==> src/sv/lstf_pkg.sv <==
// lstf_pkg: shared types, constants and functions for the lcd serial text framer
// no dependencies

package lstf_pkg;

    localparam int FRAME_BITS = 24;
    localparam int BIT_CNT_W  = $clog2(FRAME_BITS);

    localparam logic [7:0] SYNC_CMD = 8'hF8;
    localparam logic [7:0] SYNC_DAT = 8'hFA;

    localparam logic [1:0] FUNC_CMD  = 2'd0;
    localparam logic [1:0] FUNC_DATA = 2'd1;
    localparam logic [1:0] FUNC_POS  = 2'd2;
    localparam logic [1:0] FUNC_CHAR = 2'd3;

    localparam logic [BIT_CNT_W-1:0] LAST_BIT = BIT_CNT_W'(FRAME_BITS - 1);

    typedef struct packed {
        logic       is_data;
        logic [7:0] byte_val;
        logic       last;
    } frame_req_t;

    function automatic logic [7:0] row_base(input logic [1:0] row);
        logic [7:0] base;
        case (row)
            2'd0:    base = 8'h80;
            2'd1:    base = 8'h90;
            2'd2:    base = 8'h88;
            2'd3:    base = 8'h98;
            default: base = 8'h80;
        endcase
        return base;
    endfunction

    function automatic logic [FRAME_BITS-1:0] build_frame(input logic is_data,
                                                         input logic [7:0] byte_val);
        return {(is_data ? SYNC_DAT : SYNC_CMD), byte_val[7:4], 4'b0000,
                byte_val[3:0], 4'b0000};
    endfunction

endpackage

==> src/sv/lstf_if.sv <==
// lstf_in_if / lstf_out_if: valid/ready channels for the framer
// no dependencies

interface lstf_in_if;
    logic       valid;
    logic       ready;
    logic [1:0] func;
    logic [7:0] value;
    logic [1:0] row;
    logic [2:0] column;

    modport source (output valid, func, value, row, column, input ready);
    modport sink   (input valid, func, value, row, column, output ready);
endinterface

interface lstf_out_if;
    logic valid;
    logic ready;
    logic serial_bit;
    logic frame_end;
    logic last;

    modport source (output valid, serial_bit, frame_end, last, input ready);
    modport sink   (input valid, serial_bit, frame_end, last, output ready);
endinterface

==> src/sv/lstf_ctrl.sv <==
// lstf_ctrl: decodes input items, keeps text position state, issues frame requests
// depends on lstf_pkg and lstf_if

module lstf_ctrl
(
    input  logic                clk,
    input  logic                rst_n,
    lstf_in_if.sink             in_ch,
    output logic                req_valid,
    output lstf_pkg::frame_req_t req,
    input  logic                req_take
);

    typedef enum logic [2:0] {
        S_IDLE   = 3'b001,
        S_FIRST  = 3'b010,
        S_SECOND = 3'b100
    } ctrl_state_t;

    ctrl_state_t state_reg, state_next;
    logic [1:0]  start_row_reg, start_row_next;
    logic [2:0]  start_col_reg, start_col_next;
    logic [7:0]  char_count_reg, char_count_next;
    logic        first_data_reg, first_data_next;
    logic [7:0]  first_byte_reg, first_byte_next;
    logic        second_reg, second_next;
    logic [7:0]  second_byte_reg, second_byte_next;

    logic       accept;
    logic [7:0] count_inc;
    logic [8:0] cell_sum;
    logic [4:0] quot;
    logic       wrap_hit;

    assign accept    = in_ch.valid && in_ch.ready;
    assign count_inc = char_count_reg + 8'd1;
    assign cell_sum  = {1'b0, count_inc} + {5'b00000, start_col_reg, 1'b0};
    assign quot      = cell_sum[8:4];
    assign wrap_hit  = (cell_sum[3:0] == 4'd0) && (quot >= 5'd1) && (quot <= 5'd4);

    always_comb
    begin
        state_next       = state_reg;
        start_row_next   = start_row_reg;
        start_col_next   = start_col_reg;
        char_count_next  = char_count_reg;
        first_data_next  = first_data_reg;
        first_byte_next  = first_byte_reg;
        second_next      = second_reg;
        second_byte_next = second_byte_reg;
        in_ch.ready      = 1'b0;
        req_valid        = 1'b0;
        req.is_data      = first_data_reg;
        req.byte_val     = first_byte_reg;
        req.last         = !second_reg;
        case (state_reg)
            S_IDLE:
            begin
                in_ch.ready = 1'b1;
                if (in_ch.valid)
                begin
                    state_next       = S_FIRST;
                    second_next      = 1'b0;
                    first_byte_next  = in_ch.value;
                    second_byte_next = lstf_pkg::row_base(start_row_reg + quot[1:0]);
                    case (in_ch.func)
                        lstf_pkg::FUNC_CMD:
                            first_data_next = 1'b0;
                        lstf_pkg::FUNC_DATA:
                            first_data_next = 1'b1;
                        lstf_pkg::FUNC_POS:
                        begin
                            first_data_next = 1'b0;
                            first_byte_next = lstf_pkg::row_base(in_ch.row)
                                              + {5'b00000, in_ch.column};
                            start_row_next  = in_ch.row;
                            start_col_next  = in_ch.column;
                            char_count_next = 8'd0;
                        end
                        default:
                        begin
                            first_data_next = 1'b1;
                            char_count_next = count_inc;
                            second_next     = wrap_hit;
                        end
                    endcase
                end
            end
            S_FIRST:
            begin
                req_valid = 1'b1;
                if (req_take)
                    state_next = second_reg ? S_SECOND : S_IDLE;
            end
            S_SECOND:
            begin
                req_valid    = 1'b1;
                req.is_data  = 1'b0;
                req.byte_val = second_byte_reg;
                req.last     = 1'b1;
                if (req_take)
                    state_next = S_IDLE;
            end
            default:
                state_next = S_IDLE;
        endcase
    end

    always_ff @(posedge clk or negedge rst_n)
    begin
        if (!rst_n)
        begin
            state_reg      <= S_IDLE;
            start_row_reg  <= 2'd0;
            start_col_reg  <= 3'd0;
            char_count_reg <= 8'd0;
            second_reg     <= 1'b0;
        end
        else
        begin
            state_reg      <= state_next;
            start_row_reg  <= start_row_next;
            start_col_reg  <= start_col_next;
            char_count_reg <= char_count_next;
            second_reg     <= second_next;
        end
    end

    always_ff @(posedge clk)
    begin
        if (accept)
        begin
            first_data_reg  <= first_data_next;
            first_byte_reg  <= first_byte_next;
            second_byte_reg <= second_byte_next;
        end
    end

endmodule

==> src/sv/lstf_shift.sv <==
// lstf_shift: 24-bit frame shift register, one serial bit per output item
// depends on lstf_pkg and lstf_if

module lstf_shift
(
    input  logic                 clk,
    input  logic                 rst_n,
    input  logic                 req_valid,
    input  lstf_pkg::frame_req_t req,
    output logic                 req_take,
    lstf_out_if.source           out_ch
);

    logic [lstf_pkg::FRAME_BITS-1:0] shift_reg, shift_next;
    logic [lstf_pkg::BIT_CNT_W-1:0]  cnt_reg, cnt_next;
    logic                            busy_reg, busy_next;
    logic                            last_reg, last_next;
    logic                            out_take;
    logic                            at_end;

    assign out_take = out_ch.valid && out_ch.ready;
    assign at_end   = (cnt_reg == lstf_pkg::LAST_BIT);
    assign req_take = req_valid && (!busy_reg || (out_take && at_end));

    assign out_ch.valid      = busy_reg;
    assign out_ch.serial_bit = shift_reg[lstf_pkg::FRAME_BITS-1];
    assign out_ch.frame_end  = at_end;
    assign out_ch.last       = at_end && last_reg;

    always_comb
    begin
        shift_next = shift_reg;
        cnt_next   = cnt_reg;
        busy_next  = busy_reg;
        last_next  = last_reg;
        if (out_take)
        begin
            shift_next = {shift_reg[lstf_pkg::FRAME_BITS-2:0], 1'b0};
            cnt_next   = cnt_reg + {{(lstf_pkg::BIT_CNT_W-1){1'b0}}, 1'b1};
            if (at_end)
                busy_next = 1'b0;
        end
        if (req_take)
        begin
            shift_next = lstf_pkg::build_frame(req.is_data, req.byte_val);
            cnt_next   = '0;
            busy_next  = 1'b1;
            last_next  = req.last;
        end
    end

    always_ff @(posedge clk or negedge rst_n)
    begin
        if (!rst_n)
        begin
            busy_reg <= 1'b0;
            cnt_reg  <= '0;
        end
        else
        begin
            busy_reg <= busy_next;
            cnt_reg  <= cnt_next;
        end
    end

    always_ff @(posedge clk)
    begin
        shift_reg <= shift_next;
        last_reg  <= last_next;
    end

endmodule

==> src/sv/lcd_serial_text_framer_core.sv <==
// Serial text framer for a 128x64 character LCD controller. Each input item
// produces one or two 24-bit frames (sync byte, high nibble, low nibble), sent
// msb first as one output item per bit, so an item yields 24 or 48 output items.
// With the output always ready the shift register sends frames back to back;
// the next input item is taken once the last frame of the previous one has been
// loaded, so a new item can be accepted while that frame is still shifting out.
// Depends on lstf_pkg, lstf_if, lstf_ctrl and lstf_shift.

module lcd_serial_text_framer_core
(
    input  logic        clk,
    input  logic        rst_n,
    lstf_in_if.sink     in_ch,
    lstf_out_if.source  out_ch
);

    logic                 req_valid;
    logic                 req_take;
    lstf_pkg::frame_req_t req;

    lstf_ctrl u_ctrl
    (
        .clk       (clk),
        .rst_n     (rst_n),
        .in_ch     (in_ch),
        .req_valid (req_valid),
        .req       (req),
        .req_take  (req_take)
    );

    lstf_shift u_shift
    (
        .clk       (clk),
        .rst_n     (rst_n),
        .req_valid (req_valid),
        .req       (req),
        .req_take  (req_take),
        .out_ch    (out_ch)
    );

endmodule
==> src/flat_wrapper.sv <==
// flat-port wrapper written by rule: the top's interface ports become plain ports
module lcd_serial_text_framer_core_flat 
  (clk, rst_n, in_ch_valid, in_ch_func, in_ch_value, in_ch_row, in_ch_column, in_ch_ready, out_ch_valid, out_ch_serial_bit, out_ch_frame_end, out_ch_last, out_ch_ready);
  lstf_in_if in_ch_i ();
  lstf_out_if out_ch_i ();
  input  logic clk;
  input  logic rst_n;
  input wire logic [$bits(in_ch_i.valid)-1:0] in_ch_valid;
  input wire logic [$bits(in_ch_i.func)-1:0] in_ch_func;
  input wire logic [$bits(in_ch_i.value)-1:0] in_ch_value;
  input wire logic [$bits(in_ch_i.row)-1:0] in_ch_row;
  input wire logic [$bits(in_ch_i.column)-1:0] in_ch_column;
  output wire logic [$bits(in_ch_i.ready)-1:0] in_ch_ready;
  output wire logic [$bits(out_ch_i.valid)-1:0] out_ch_valid;
  output wire logic [$bits(out_ch_i.serial_bit)-1:0] out_ch_serial_bit;
  output wire logic [$bits(out_ch_i.frame_end)-1:0] out_ch_frame_end;
  output wire logic [$bits(out_ch_i.last)-1:0] out_ch_last;
  input wire logic [$bits(out_ch_i.ready)-1:0] out_ch_ready;
  assign in_ch_i.valid = in_ch_valid;
  assign in_ch_i.func = in_ch_func;
  assign in_ch_i.value = in_ch_value;
  assign in_ch_i.row = in_ch_row;
  assign in_ch_i.column = in_ch_column;
  assign in_ch_ready = in_ch_i.ready;
  assign out_ch_valid = out_ch_i.valid;
  assign out_ch_serial_bit = out_ch_i.serial_bit;
  assign out_ch_frame_end = out_ch_i.frame_end;
  assign out_ch_last = out_ch_i.last;
  assign out_ch_i.ready = out_ch_ready;
  lcd_serial_text_framer_core u_core (.clk(clk), .rst_n(rst_n), .in_ch(in_ch_i), .out_ch(out_ch_i));
endmodule
==> config.mk <==
export PLATFORM = sky130hd
export DESIGN_NAME = lcd_serial_text_framer_core_flat
export DESIGN_NICKNAME = d
export VERILOG_FILES = /design/src/sv/lstf_pkg.sv /design/src/sv/lstf_if.sv /design/src/sv/lstf_ctrl.sv /design/src/sv/lstf_shift.sv /design/src/sv/lcd_serial_text_framer_core.sv /design/src/flat_wrapper.sv
export SDC_FILE = /design/constraint.sdc
export NUM_CORES = 1
export LEC_CHECK = 0
export ABC_AREA = 1
export BUFFER_PORTS_ARGS = -buffer_cell sky130_fd_sc_hd__clkbuf_2
export CELL_PAD_IN_SITES_DETAIL_PLACEMENT = 0
export CELL_PAD_IN_SITES_GLOBAL_PLACEMENT = 2
export CORE_ASPECT_RATIO = 0.5
export CORE_MARGIN = 3
export CORE_UTILIZATION = 39
export CTS_CLUSTER_DIAMETER = 50
export DETAILED_ROUTE_END_ITERATION = 8
export HOLD_SLACK_MARGIN = 0.02
export PLACE_DENSITY_LB_ADDON = 0.1
export SYNTH_ARGS = -nofsm -noshare
export SYNTH_HDL_FRONTEND = slang
export SYNTH_HIERARCHICAL = 1
export SYNTH_SLANG_ARGS = --single-unit
==> constraint.sdc <==
create_clock -name clk -period 3.95 [get_ports clk]
set_clock_uncertainty 0.15 [all_clocks]
set_input_delay 0.1975 -clock clk [delete_from_list [all_inputs] [get_ports clk]]
set_output_delay 0.1975 -clock clk [all_outputs]
set_load 0.005 [all_outputs]
### After elaboration in Yosys (flattened, before gate mapping)

Cells that the tools add are included.

| word-level totals | value |
|---|---|
| word-level logic and storage cells | 87 |
| input port bits | 19 |
| register bits after elaboration | 61 |

| cells by class | value |
|---|---|
| bitwise operators | 1 |
| multiplexer cells | 25 |
| equal/unequal tests | 15 |
| order comparisons | 2 |
| reduce and logical (&&, ||, !) cells | 26 |
| $add $sub $neg | 5 |

Operators with widths:

| kind | count |
|---|---|
| one-hot mux 8 bit (4 select lines) | 2 |
| two-way mux 24 bit | 2 |
| two-way mux 8 bit | 4 |
| one-hot mux 8 bit (2 select lines) | 1 |
| two-way mux 3 bit | 4 |
| AND reduction 3 bit | 4 |
| equality test 2 bit (second input constant) | 5 |
| two-way mux 10 bit | 1 |
| two-way mux 5 bit | 2 |
| adder 8 x 4 -> 9 bit | 1 |
| one-hot mux 3 bit (3 select lines) | 1 |
| adder 8 x 1 -> 8 bit (second input constant) | 1 |
| adder 8 x 3 -> 8 bit | 1 |
| logical AND 1 bit | 7 |
| two-way mux 1 bit | 7 |
| equality test 2 x 1 -> 1 bit (second input constant) | 3 |
| logical NOT 2 bit | 3 |
| OR reduction 2 bit | 3 |
| adder 5 x 1 -> 5 bit (second input constant) | 1 |
| equality test 5 bit (second input constant) | 1 |
| greater-or-equal comparator 5 x 1 -> 1 bit (second input constant) | 1 |
| <= comparator 5 x 3 -> 1 bit (second input constant) | 1 |
| logical NOT 4 bit | 1 |
| != test 2 x 1 -> 1 bit (second input constant) | 2 |
| 12 further kinds | 15 |

### Longest topological paths before layout

Gate-level depths: netlist (run 1).

| logic depth | value |
|---|---|
| depth after elaboration | 7 |
| gate-level depth with buffers | 18 |

### Cells and area by module

Netlist (run 1), hierarchy kept.

Modules (own cells, without submodules):

| module | seq. area each (um^2) | times used | area an instance (um^2) | cells each |
|---|---|---|---|---|
| lstf_ctrl | 757.0 | 1 | 1,692.9 | 214 |
| lstf_shift | 740.7 | 1 | 1,321.3 | 155 |

### Worst setup path before layout (run 1)

OpenSTA, ideal clock, no wires.

| timing path | value |
|---|---|
| path type | reg-to-reg |
| start | register u_core.u_ctrl.char_count_reg[0] |
| end | register u_core.u_ctrl.second_byte_reg[3] (data pin) |
| stages on the path, launching flop included | 15 |
| path buffers | 0 |
| setup time | 0.260 ns |
| required time | 3.540 ns |
| setup slack | 1.584 ns |
| arrival time | 1.955 ns |
| clock period less this slack | 2.366 ns |
| path through | dfrtp_1 ha_1 nand2_1 clkinv_1 nor2_1 ha_1 nand3_1 nand3_1 inv_1 nand2_1 nand2_1 inv_2 ha_1 xor2_1 xor2_1 |

| on the way | value |
|---|---|
| word-level cells in the longest chain between the ends | 5 |
| elaborated cells between the ends (all ways) | 8 |

Ends and longest elaborated chain:

| element | line | source |
|---|---|---|
| start, declared | lstf_ctrl.sv:23 | `logic [7:0] char_count_reg, char_count_next;` |
| start signal, assigned | lstf_ctrl.sv:124 | `char_count_reg <= char_count_next;` |
| adder 8 x 1 -> 8 bit * | lstf_ctrl.sv:36 | `assign count_inc = char_count_reg + 8'd1;` |
| adder 8 x 4 -> 9 bit * | lstf_ctrl.sv:37 | `assign cell_sum = {1'b0, count_inc} + {5'b00000, start_col_reg, 1'b0};` |
| adder 2 bit * | lstf_ctrl.sv:65 | `second_byte_next = lstf_pkg::row_base(start_row_reg + quot[1:0]);` |
| equality test 2 bit (tied with other cells) | lstf_pkg.sv:27 | `case (row)` |
| one-hot mux 8 bit (4 select lines) * | lstf_pkg.sv:27 |  |
| end signal, assigned | lstf_ctrl.sv:135 | `second_byte_reg <= second_byte_next;` |
| end, declared | lstf_ctrl.sv:27 | `logic [7:0] second_byte_reg, second_byte_next;` |

Mark *: on every way between the ends. The rest lies on a longest branch, timed or not. The select of a mux whose other input is x is not followed.
A chain may end at the register's enable or synchronous reset.

### Worst setup path after layout (run 1)

| timing path | value |
|---|---|
| start | register u_core.u_ctrl.char_count_reg[2] |
| end | register u_core.u_ctrl.second_byte_reg[3] (data pin) |

The elaborated chain is that of the path after synthesis.

==> results of run 1 <==
-- worst reg2reg max path, stage by stage (launching register included) --
cell and delay [ns]:
dfrtp_1 0.41, nand3_2 0.18, xor2_1 0.22, inv_1 0.09, ha_1 0.31, nand2_1 0.08, nand3_1 0.10, inv_1 0.08
nand2_1 0.05, nand2_1 0.10, inv_2 0.05, ha_1 0.18, xor2_1 0.15, xor2_1 0.16
-- cell usage after synthesis (5+ instances only) --
cell type  number
nand3_1        25
nor2_2          7
edfxtp_1       28
ha_1            7
nor2_1         39
nand2_1       113
o21ai_0        18
inv_2           5
inv_1          58
nand2_2         6
dfrtp_1        22
-- logic make-up (layout without fill, tap and decap cells) --
| group | count (synthesis) | after routing | synth area share |
|---|---|---|---|
| buffers and inverters | 71 | 103 | 0.09630 |
| AND/OR/NAND/NOR | 203 | 203 | 0.3084 |
| flip-flops | 55 | 55 | 0.4969 |
| adder cells (fa/ha/maj) | 8 | 8 | 0.03570 |
| XOR/XNOR | 4 | 4 | 0.01162 |
| AO/OA/AOI/OAI | 28 | 28 | 0.05106 |
-- path summary, 6_finish.rpt --
kind	start	endpoint	slack, ns
worst min-delay path	in_ch_row[1]	u_core/u_ctrl/start_row_reg[1]$_DFFE_PN0P_	0.03
min in group asynchronous	rst_n	u_core/u_ctrl/char_count_reg[6]$_DFFE_PN0P_	0.30
worst max-delay path	u_core/u_ctrl/char_count_reg[2]$_DFFE_PN0P_	u_core/u_ctrl/second_byte_reg[3]$_DFFE_PP_	1.39
worst max register to register	u_core/u_ctrl/char_count_reg[2]$_DFFE_PN0P_	u_core/u_ctrl/second_byte_reg[3]$_DFFE_PP_	1.39
max in group asynchronous	rst_n	u_core/u_ctrl/state_reg[2]$_DFFE_PN0P_	2.94
worst min register to register	u_core/u_ctrl/start_row_reg[0]$_DFFE_PN0P_	u_core/u_ctrl/start_row_reg[0]$_DFFE_PN0P_	0.36
-- where the power goes --
group          switching, uW  internal [uW]  total [uW]
combinational            476            260         735
sequential               112            837         949
clock                    209            319         528
-- area by class of cell --
class	instances	share of cell area
inverter	66	0.07203
sequential	55	0.4354
clock buffer	6	0.04038
multi-input combinational	243	0.3565
tap	92	0.03347
clock inverter	2	0.01128
timing repair buffer	29	0.05093
-- routing by layer --
metal,GRT usage,part of all wire
met2,0.2372,0.44
met4,0.03497,0.0070
met1,0.1838,0.51
met3,0.03975,0.035
met5,0,0
-- metrics by stage --
stage               total power [uW]  hold WS (ns)  area, sq um
CTS                             2240       0.02376         3430
global route                    2392       0.04594         3440
global placement                1673       0.09454         3202
detailed placement              1699        0.1011         3202
finish                          2212       0.03104         3440
floorplan                       1530       -0.2481         3014
==> run summary, run 1 <==
fin worst setup slack -> 1.392 ns
vias in the first global route -> 2166
Seq cells post-synth -> 55
placed cells -> 479
H-tree lvl count -> 2
Final Setup Violations -> 0
# diodes -> 0
pin count of the biggest net entering global routing -> 24
Pleak -> 0.001749 uW
CP delay by family, top -> XOR/XNOR gates
Critical Path Fanout Max -> 5
initial antenna violation count -> 0
element type at the critical path end -> flop
syn_nets -> 396
Worst R2R Path Depth -> 13
I/O Buffers -> 23
CTS root buffer -> clkbuf_16
Yosys cell types -> 37
# fillers -> 696
largest stage delay on the critical path -> 0.41 ns
clock buffers created by TritonCTS -> 5
HPWL after DPL -> 4.204 mm
row cnt -> 21
CTS clk-pin slew, worst paths -> 0.07 ns
required time of the critical path -> 3.85 ns
Hold Fails Final Rpt -> 0
Final Non-Filler Cells -> 493
crit start category -> flop
mean number of vias per cell -> 4.566
synthesized area -> 3014 sq um
largest area contributor in the netlist -> edfxtp_1
global-route wire length before repair -> 9.756 mm
share of post-route cells with drive strength above 1 -> 0.1546
Seq/Total Area, Yosys -> 0.4969
status -> complete, no violations
Core Region -> 7068 sq um
Mapped Cells -> 369
cts hold-fix bufs -> 5
commonest cells after routing, fill and taps aside -> nand2_1 (113), inv_1 (58), nor2_1 (39)
Final Max Tran Viols -> 0
vias post-DR -> 2251
post-synth top area share -> 0.2790
Crit path depth -> 13
Highest Clock Rate -> 390.9 MHz
Primary FF master, synth -> edfxtp_1
number of max-cap violations -> 0
crit-path cells -> nand3_2 > xor2_1 > inv_1 > ha_1 > nand2_1 > nand3_1 > inv_1 > nand2_1 > nand2_1 > inv_2 > ha_1 > xor2_1 > xor2_1
Die X-Extent -> 130.3 um
register area -> 1498 sq um
DR pass1 iterations -> 4
Iter 0 DRT Violations -> 120
PD cells -> 643.2 nW/um^2
DRC Markers -> 0
final antenna-violating net count -> 0
Multi-input gate area -> 1226 sq um
Mean Syn Cell Area -> 8.168 sq um
CP Class -> flop to flop
Die ar. -> 8884 sq um
WL final -> 5.742 mm
fin crit period -> 2.558 ns
Top-Level Pins -> 24
post-CTS sizing -> 0
Critical path buffers and inverters -> 3
initial core utilization -> 0.4264
Worst Tran Pin Value -> 0.6267 ns
clock sinks -> 55
CP max-delay cell -> dfrtp_1
max reg flops -> 20
Critical Path AT -> 2.45 ns
Hold Crit Depth -> 3
commonest non-fill, non-tap cell in the layout -> nand2_1
DR WL/cell -> 11.65 um
YS warnings -> 6
pre-CTS setup slack -> 1.417 ns
Clock Latency Late Sink -> 0.30 ns
gr usage total -> 0.1415
Final Util -> 0.4866
maximum buffer depth of the clock tree -> 2
Hold WC Path Type -> input port to flop
Post-synth EDFFs -> 28
Post-CTS Setup Bufs -> 0
Area Overhead vs Synth -> 14.11%
Async SR Flop Fraction -> 0.4182
CTS tree -> yes
Synth area leaders -> edfxtp_1 (28%), dfrtp_1 (18%), nand2_1 (14%)
Placer Congestion -> 0.8128
RSZ-0062 raised after global routing -> no
Setup TNS -> 0 ns
GR Overflow Total -> 0
Slew headroom -> 0.5822
Max VDD drop -> 0.2568 mV
final net count -> 427
Final Cycle Share -> 0.6476
die height -> 68.17 um
No activity file was read; power rests on OpenSTA's default activity.
==> run 2: changes to the inputs <==
--- a/config.mk
+++ b/config.mk
@@ -11,7 +11,7 @@
 export CELL_PAD_IN_SITES_GLOBAL_PLACEMENT = 2
 export CORE_ASPECT_RATIO = 0.5
 export CORE_MARGIN = 3
-export CORE_UTILIZATION = 39
+export CORE_UTILIZATION = 36
 export CTS_CLUSTER_DIAMETER = 50
 export DETAILED_ROUTE_END_ITERATION = 8
 export HOLD_SLACK_MARGIN = 0.02
==> constraint.sdc (replaced) <==
create_clock -name clk -period 2.6 [get_ports clk]
set_clock_uncertainty 0.15 [all_clocks]
set_input_delay 0.13 -clock clk [delete_from_list [all_inputs] [get_ports clk]]
set_output_delay 0.13 -clock clk [all_outputs]
set_load 0.005 [all_outputs]
==> run summary, run 2 (synthesized netlist as in run 1, its figures left out) <==
status -> complete, no violations (unchanged)
register area -> 1499 sq um (was 1498 sq um)
share of post-route cells with drive strength above 1 -> 0.1643 (was 0.1546)
Critical Path Fanout Max -> 3 (was 5)
Iter 0 DRT Violations -> 110 (was 120)
clock buffers created by TritonCTS -> 5 (unchanged)
routed wl met3 -> 139 um (was 199 um)
DR pass1 iterations -> 4 (unchanged)
row cnt -> 22 (was 21)
Internal -> 2056 uW (was 1416 uW)
DR WL/cell -> 11.35 um (was 11.65 um)
CTS tree -> yes (unchanged)
Critical Path AT -> 2.34 ns (was 2.45 ns)
Final Non-Filler Cells -> 522 (was 493)
Reg2Reg Capture Point -> u_core/u_ctrl/second_byte_reg[3]$_DFFE_PP_ (unchanged)
Sw Ratio -> 0.3679 (was 0.3599)
commonest cells after routing, fill and taps aside -> nand2_1 (113), inv_1 (58), nor2_1 (38) (was nand2_1 (113), inv_1 (58), nor2_1 (39))
Pleak -> 0.001786 uW (was 0.001749 uW)
clock sinks -> 55 (unchanged)
Multi-input gate area -> 1249 sq um (was 1226 sq um)
Worst R2R Path Depth -> 14 (was 13)
I/O Buffers -> 23 (unchanged)
Die X-Extent -> 135.4 um (was 130.3 um)
Pwr Total -> 3253 uW (was 2212 uW)
# fillers -> 797 (was 696)
CTS root buffer -> clkbuf_16 (unchanged)
gr usage total -> 0.1348 (was 0.1415)
initial antenna violation count -> 0 (unchanged)
Die ar. -> 9573 sq um (was 8884 sq um)
die height -> 70.70 um (was 68.17 um)
reg2reg start -> u_core/u_ctrl/char_count_reg[0]$_DFFE_PN0P_ (was u_core/u_ctrl/char_count_reg[2]$_DFFE_PN0P_)
fin crit period -> 2.448 ns (was 2.558 ns)
wl on met1 -> 3.004 mm (was 2.949 mm)
Hold Fails Final Rpt -> 0 (unchanged)
crit start category -> flop (unchanged)
WL final -> 5.926 mm (was 5.742 mm)
worst setup path startpoint -> u_core/u_ctrl/char_count_reg[0]$_DFFE_PN0P_ (was u_core/u_ctrl/char_count_reg[2]$_DFFE_PN0P_)
number of max-cap violations -> 0 (unchanged)
Gate power share -> 0.358 (was 0.332)
GR Overflow Total -> 0 (unchanged)
PD cells -> 909.4 nW/um^2 (was 643.2 nW/um^2)
Final Max Tran Viols -> 0 (unchanged)
Placer Congestion -> 0.7685 (was 0.8128)
Core Region -> 7707 sq um (was 7068 sq um)
top layer in use -> met4 (unchanged)
vias in the first global route -> 2240 (was 2166)
initial core utilization -> 0.3911 (was 0.4264)
required time of the critical path -> 2.49 ns (was 3.85 ns)
# diodes -> 0 (unchanged)
Area Overhead vs Synth -> 18.68% (was 14.11%)
met2 WL -> 2.731 mm (was 2.552 mm)
Final Util -> 0.4641 (was 0.4866)
commonest non-fill, non-tap cell in the layout -> nand2_1 (unchanged)
H-tree lvl count -> 2 (unchanged)
CP Class -> flop to flop (unchanged)
r2r setup slk -> 0.15 ns (was 1.39 ns)
Max VDD drop -> 0.3592 mV (was 0.2568 mV)
CP endpoint -> u_core/u_ctrl/second_byte_reg[3]$_DFFE_PP_ (unchanged)
Worst Tran Pin Value -> 0.6183 ns (was 0.6267 ns)
HPWL after DPL -> 4.274 mm (was 4.204 mm)
Slew headroom -> 0.5878 (was 0.5822)
pin count of the biggest net entering global routing -> 24 (unchanged)
Top-Level Pins -> 24 (unchanged)
max reg flops -> 20 (unchanged)
Clock Latency Late Sink -> 0.29 ns (was 0.30 ns)
Final Cycle Share -> 0.9415 (was 0.6476)
mean number of vias per cell -> 4.385 (was 4.566)
RSZ-0062 raised after global routing -> no (unchanged)
clock network fraction of total power -> 0.199 (was 0.239)
sequential power share -> 0.443 (was 0.429)
Final Setup Violations -> 0 (unchanged)
DRC Markers -> 0 (unchanged)
CTS clk-pin slew, worst paths -> 0.07 ns (about the same)
sw power -> 1197 uW (was 796.3 uW)
maximum buffer depth of the clock tree -> 2 (unchanged)
Highest Clock Rate -> 408.5 MHz (was 390.9 MHz)
final net count -> 440 (was 427)
final antenna-violating net count -> 0 (unchanged)
element type at the critical path end -> flop (unchanged)
placed cells -> 498 (was 479)
Setup TNS -> 0 ns (unchanged)
global-route wire length before repair -> 10.41 mm (was 9.756 mm)
vias post-DR -> 2289 (was 2251)
Hold WC Path Type -> input port to flop (unchanged)
run 2: layout make-up:
class,instances,area share
tap,108,0.03778
clock buffer,6,0.03603
sequential,55,0.4190
inverter,66,0.06926
timing repair buffer,42,0.08674
clock inverter,2,0.002099
multi-input combinational,243,0.3491
run 2: worst min path at each step:
stage | from | endpoint | cells past startpoint
floorplan | rst_n | u_core/u_ctrl/char_count_reg[0]$_DFFE_PN0P_ | 0
global route | out_ch_ready | u_core/u_shift/out_ch.valid$_DFFE_PN0P_ | 4
global placement | rst_n | u_core/u_ctrl/char_count_reg[7]$_DFFE_PN0P_ | 1
finish | out_ch_ready | u_core/u_shift/out_ch.valid$_DFFE_PN0P_ | 4
detailed placement | rst_n | u_core/u_ctrl/char_count_reg[6]$_DFFE_PN0P_ | 1
CTS | out_ch_ready | u_core/u_shift/out_ch.valid$_DFFE_PN0P_ | 4
run 2: power groups by stage:
stage               logic [uW]  registers (uW)  clock network (uW)
floorplan                  905            1420                   0
global placement          1130            1450                   0
detailed placement        1150            1460                   0
CTS                       1180            1440                 673
global route              1360            1480                 706
finish                    1160            1440                 648
run 2: layer usage:
layer,up-vias,global-route usage
li1,1233,-
met1,1029,0.1826
met2,20,0.2159
met3,7,0.03622
met4,0,0.03575
met5,-,0
run 2: through the flow:
step	setup slack (ns)	hold slack [ns]	area [sq um]
after floorplan	0.2341	-0.3156	3014
after global placement	0.1344	0.02918	3257
after detailed placement	0.08243	0.02819	3257
after CTS	0.06896	0.09396	3553
after global routing	0.02003	0.1075	3577
final	0.1520	0.09549	3577
run 2: timing repair:
item | 4_1_cts | 5_1_grt
buffers inserted | 0 | 0
setup endpoints to repair | 0 | 2
gates resized for setup | 0 | 6
hold buffers | 16 | 0
endpoints found under the hold margin | 37 | 0
run 2: worst max-delay path, stage by stage, from the launching register on:
cell and delay, ns:
dfrtp_1 0.40, ha_2 0.20, nand2_1 0.08, clkinv_1 0.08
nor2_2 0.10, ha_1 0.24, nand3_1 0.08, nand3_1 0.08
inv_1 0.08, nand2_1 0.05, nand2_1 0.09, inv_2 0.05
ha_1 0.18, xor2_1 0.15, xor2_1 0.16
==> run 3: changes to the inputs <==
--- a/config.mk
+++ b/config.mk
@@ -11,7 +11,7 @@
 export CELL_PAD_IN_SITES_GLOBAL_PLACEMENT = 2
 export CORE_ASPECT_RATIO = 0.5
 export CORE_MARGIN = 3
-export CORE_UTILIZATION = 36
+export CORE_UTILIZATION = 25
 export CTS_CLUSTER_DIAMETER = 50
 export DETAILED_ROUTE_END_ITERATION = 8
 export HOLD_SLACK_MARGIN = 0.02
==> run summary, run 3 (synthesized netlist as in run 1, its figures left out) <==
status -> complete, no violations (unchanged)
Area Overhead vs Synth -> 22.42% (was 18.68%)
vias post-DR -> 2362 (was 2289)
Post-DP Area -> 3336 sq um (was 3257 sq um)
Slew headroom -> 0.5835 (was 0.5878)
Clock Latency Late Sink -> 0.29 ns (about the same)
RSZ-0062 raised after global routing -> no (unchanged)
Critical Path AT -> 2.29 ns (was 2.34 ns)
Pleak -> 0.001818 uW (was 0.001786 uW)
DRC Markers -> 0 (unchanged)
DR pass1 iterations -> 4 (unchanged)
HPWL after DPL -> 4.879 mm (was 4.274 mm)
H-tree lvl count -> 2 (unchanged)
global-route wire length before repair -> 11.50 mm (was 10.41 mm)
vias in the first global route -> 2447 (was 2240)
Top-Level Pins -> 24 (unchanged)
PD cells -> 919.8 nW/um^2 (was 909.4 nW/um^2)
Final Max Tran Viols -> 0 (unchanged)
row cnt -> 27 (was 22)
CP endpoint -> u_core/u_ctrl/second_byte_reg[3]$_DFFE_PP_ (unchanged)
die height -> 83.64 um (was 70.70 um)
clock sinks -> 55 (unchanged)
I/O Buffers -> 23 (unchanged)
Final Cycle Share -> 0.9227 (was 0.9415)
Placer Congestion -> 0.7749 (was 0.7685)
mean number of vias per cell -> 4.101 (was 4.385)
design area -> 3690 sq um (was 3577 sq um)
CTS clk-pin slew, worst paths -> 0.07 ns (about the same)
# diodes -> 0 (unchanged)
Highest Clock Rate -> 416.9 MHz (was 408.5 MHz)
Sw Ratio -> 0.3590 (was 0.3679)
Internal -> 2176 uW (was 2056 uW)
clock buffers created by TritonCTS -> 5 (unchanged)
DR WL/cell -> 11.52 um (was 11.35 um)
reg2reg start -> u_core/u_ctrl/char_count_reg[2]$_DFFE_PN0P_ (was u_core/u_ctrl/char_count_reg[0]$_DFFE_PN0P_)
Worst Tran Pin Value -> 0.6247 ns (was 0.6183 ns)
Setup TNS -> 0 ns (unchanged)
commonest non-fill, non-tap cell in the layout -> nand2_1 (unchanged)
pin count of the biggest net entering global routing -> 24 (unchanged)
crit start category -> flop (unchanged)
CP Class -> flop to flop (unchanged)
share of post-route cells with drive strength above 1 -> 0.1751 (was 0.1643)
Final Setup Violations -> 0 (unchanged)
Hold Fails Final Rpt -> 0 (unchanged)
maximum buffer depth of the clock tree -> 2 (unchanged)
Die X-Extent -> 161.3 um (was 135.4 um)
r2r setup slk -> 0.20 ns (was 0.15 ns)
Pwr Total -> 3394 uW (was 3253 uW)
fin crit period -> 2.399 ns (was 2.448 ns)
Gate power share -> 0.354 (was 0.358)
final antenna-violating net count -> 0 (unchanged)
Max VDD drop -> 0.2213 mV (was 0.3592 mV)
element type at the critical path end -> flop (unchanged)
sequential power share -> 0.423 (was 0.443)
number of max-cap violations -> 0 (unchanged)
Critical Path Fanout Max -> 2 (was 3)
initial core utilization -> 0.2648 (was 0.3911)
sw power -> 1218 uW (was 1197 uW)
CTS root buffer -> clkbuf_16 (unchanged)
gr usage total -> 0.1057 (was 0.1348)
Die ar. -> 13490 sq um (was 9573 sq um)
Iter 0 DRT Violations -> 108 (was 110)
final net count -> 443 (was 440)
commonest cells after routing, fill and taps aside -> nand2_1 (113), inv_1 (58), nor2_1 (38) (unchanged)
Reg2Reg Capture Point -> u_core/u_ctrl/second_byte_reg[3]$_DFFE_PP_ (unchanged)
required time of the critical path -> 2.49 ns (about the same)
Core Region -> 11380 sq um (was 7707 sq um)
min-delay src -> out_ch_ready (unchanged)
Worst R2R Path Depth -> 13 (was 14)
initial antenna violation count -> 0 (unchanged)
WL final -> 6.637 mm (was 5.926 mm)
worst setup path startpoint -> u_core/u_ctrl/char_count_reg[2]$_DFFE_PN0P_ (was u_core/u_ctrl/char_count_reg[0]$_DFFE_PN0P_)
clock network fraction of total power -> 0.222 (was 0.199)
Hold WC Path Type -> input port to flop (unchanged)
CTS tree -> yes (unchanged)
GR Overflow Total -> 0 (unchanged)
max reg flops -> 20 (unchanged)
-- run 3: through the flow --
stage / hold WS (ns) / std cells / setup slack [ns] / util
detailed placement: 0.04302 / 551 / 0.05560 / 0.2930
global placement: 0.05081 / 551 / 0.1188 / 0.2930
global route: 0.1200 / 576 / 0.01208 / 0.3241
CTS: 0.1005 / 575 / 0.04575 / 0.3214
finish: 0.1144 / 576 / 0.2011 / 0.3241
floorplan: -0.3156 / 369 / 0.2341 / -
-- run 3: power by group through the flow --
stage | registers (uW) | logic (uW) | clock network (uW)
2_1_floorplan | 1420 | 905 | 0
3_3_place_gp | 1450 | 1160 | 0
3_5_place_dp | 1460 | 1180 | 0
4_1_cts | 1440 | 1210 | 803
5_1_grt | 1470 | 1410 | 841
6_report | 1440 | 1200 | 755
-- run 3: how the worst min path moves through the flow --
stage | to | slack (ns) | cells past startpoint
after floorplan | u_core/u_ctrl/char_count_reg[0]$_DFFE_PN0P_ | -0.32 | 0
after global placement | u_core/u_ctrl/char_count_reg[7]$_DFFE_PN0P_ | 0.05 | 1
after detailed placement | u_core/u_ctrl/char_count_reg[6]$_DFFE_PN0P_ | 0.04 | 1
after CTS | u_core/u_shift/out_ch.valid$_DFFE_PN0P_ | 0.10 | 4
after global routing | u_core/u_shift/out_ch.valid$_DFFE_PN0P_ | 0.12 | 4
final | u_core/u_shift/out_ch.valid$_DFFE_PN0P_ | 0.11 | 4
-- run 3: final cells by class --
class                      count  area [sq um]
inverter                      66         247.7
multi-input combinational    243          1249
sequential                    55          1499
clock buffer                   7         132.6
fill                        1230          7695
tap                          159         198.9
timing repair buffer          45         332.8
clock inverter                 1         30.03
-- run 3: metal layers --
layer | part of all wire | global-route usage | vias to the layer above
li1 | - | - | 1237
met1 | 0.48 | 0.1348 | 1088
met2 | 0.47 | 0.1785 | 30
met3 | 0.031 | 0.02825 | 7
met4 | 0.012 | 0.02654 | 0
met5 | 0 | 0 | -
-- run 3: what timing repair did --
item / in CTS / in global routing
hold endpoints to repair: 37 / 0
setup buffers: 0 / 1
resized for setup: 0 / 7
endpoints found under the setup margin: 0 / 2
hold buffers: 16 / 0
-- run 3: worst max-delay path, cell delays in order (launching register included) --
cell     delay, ns
dfrtp_2       0.43
nand3_2       0.11
xor2_2        0.16
inv_1         0.08
ha_1          0.30
nand2_1       0.08
nand3_1       0.10
inv_1         0.08
nand2_1       0.05
nand2_1       0.09
inv_2         0.05
ha_1          0.18
xor2_1        0.15
xor2_1        0.16
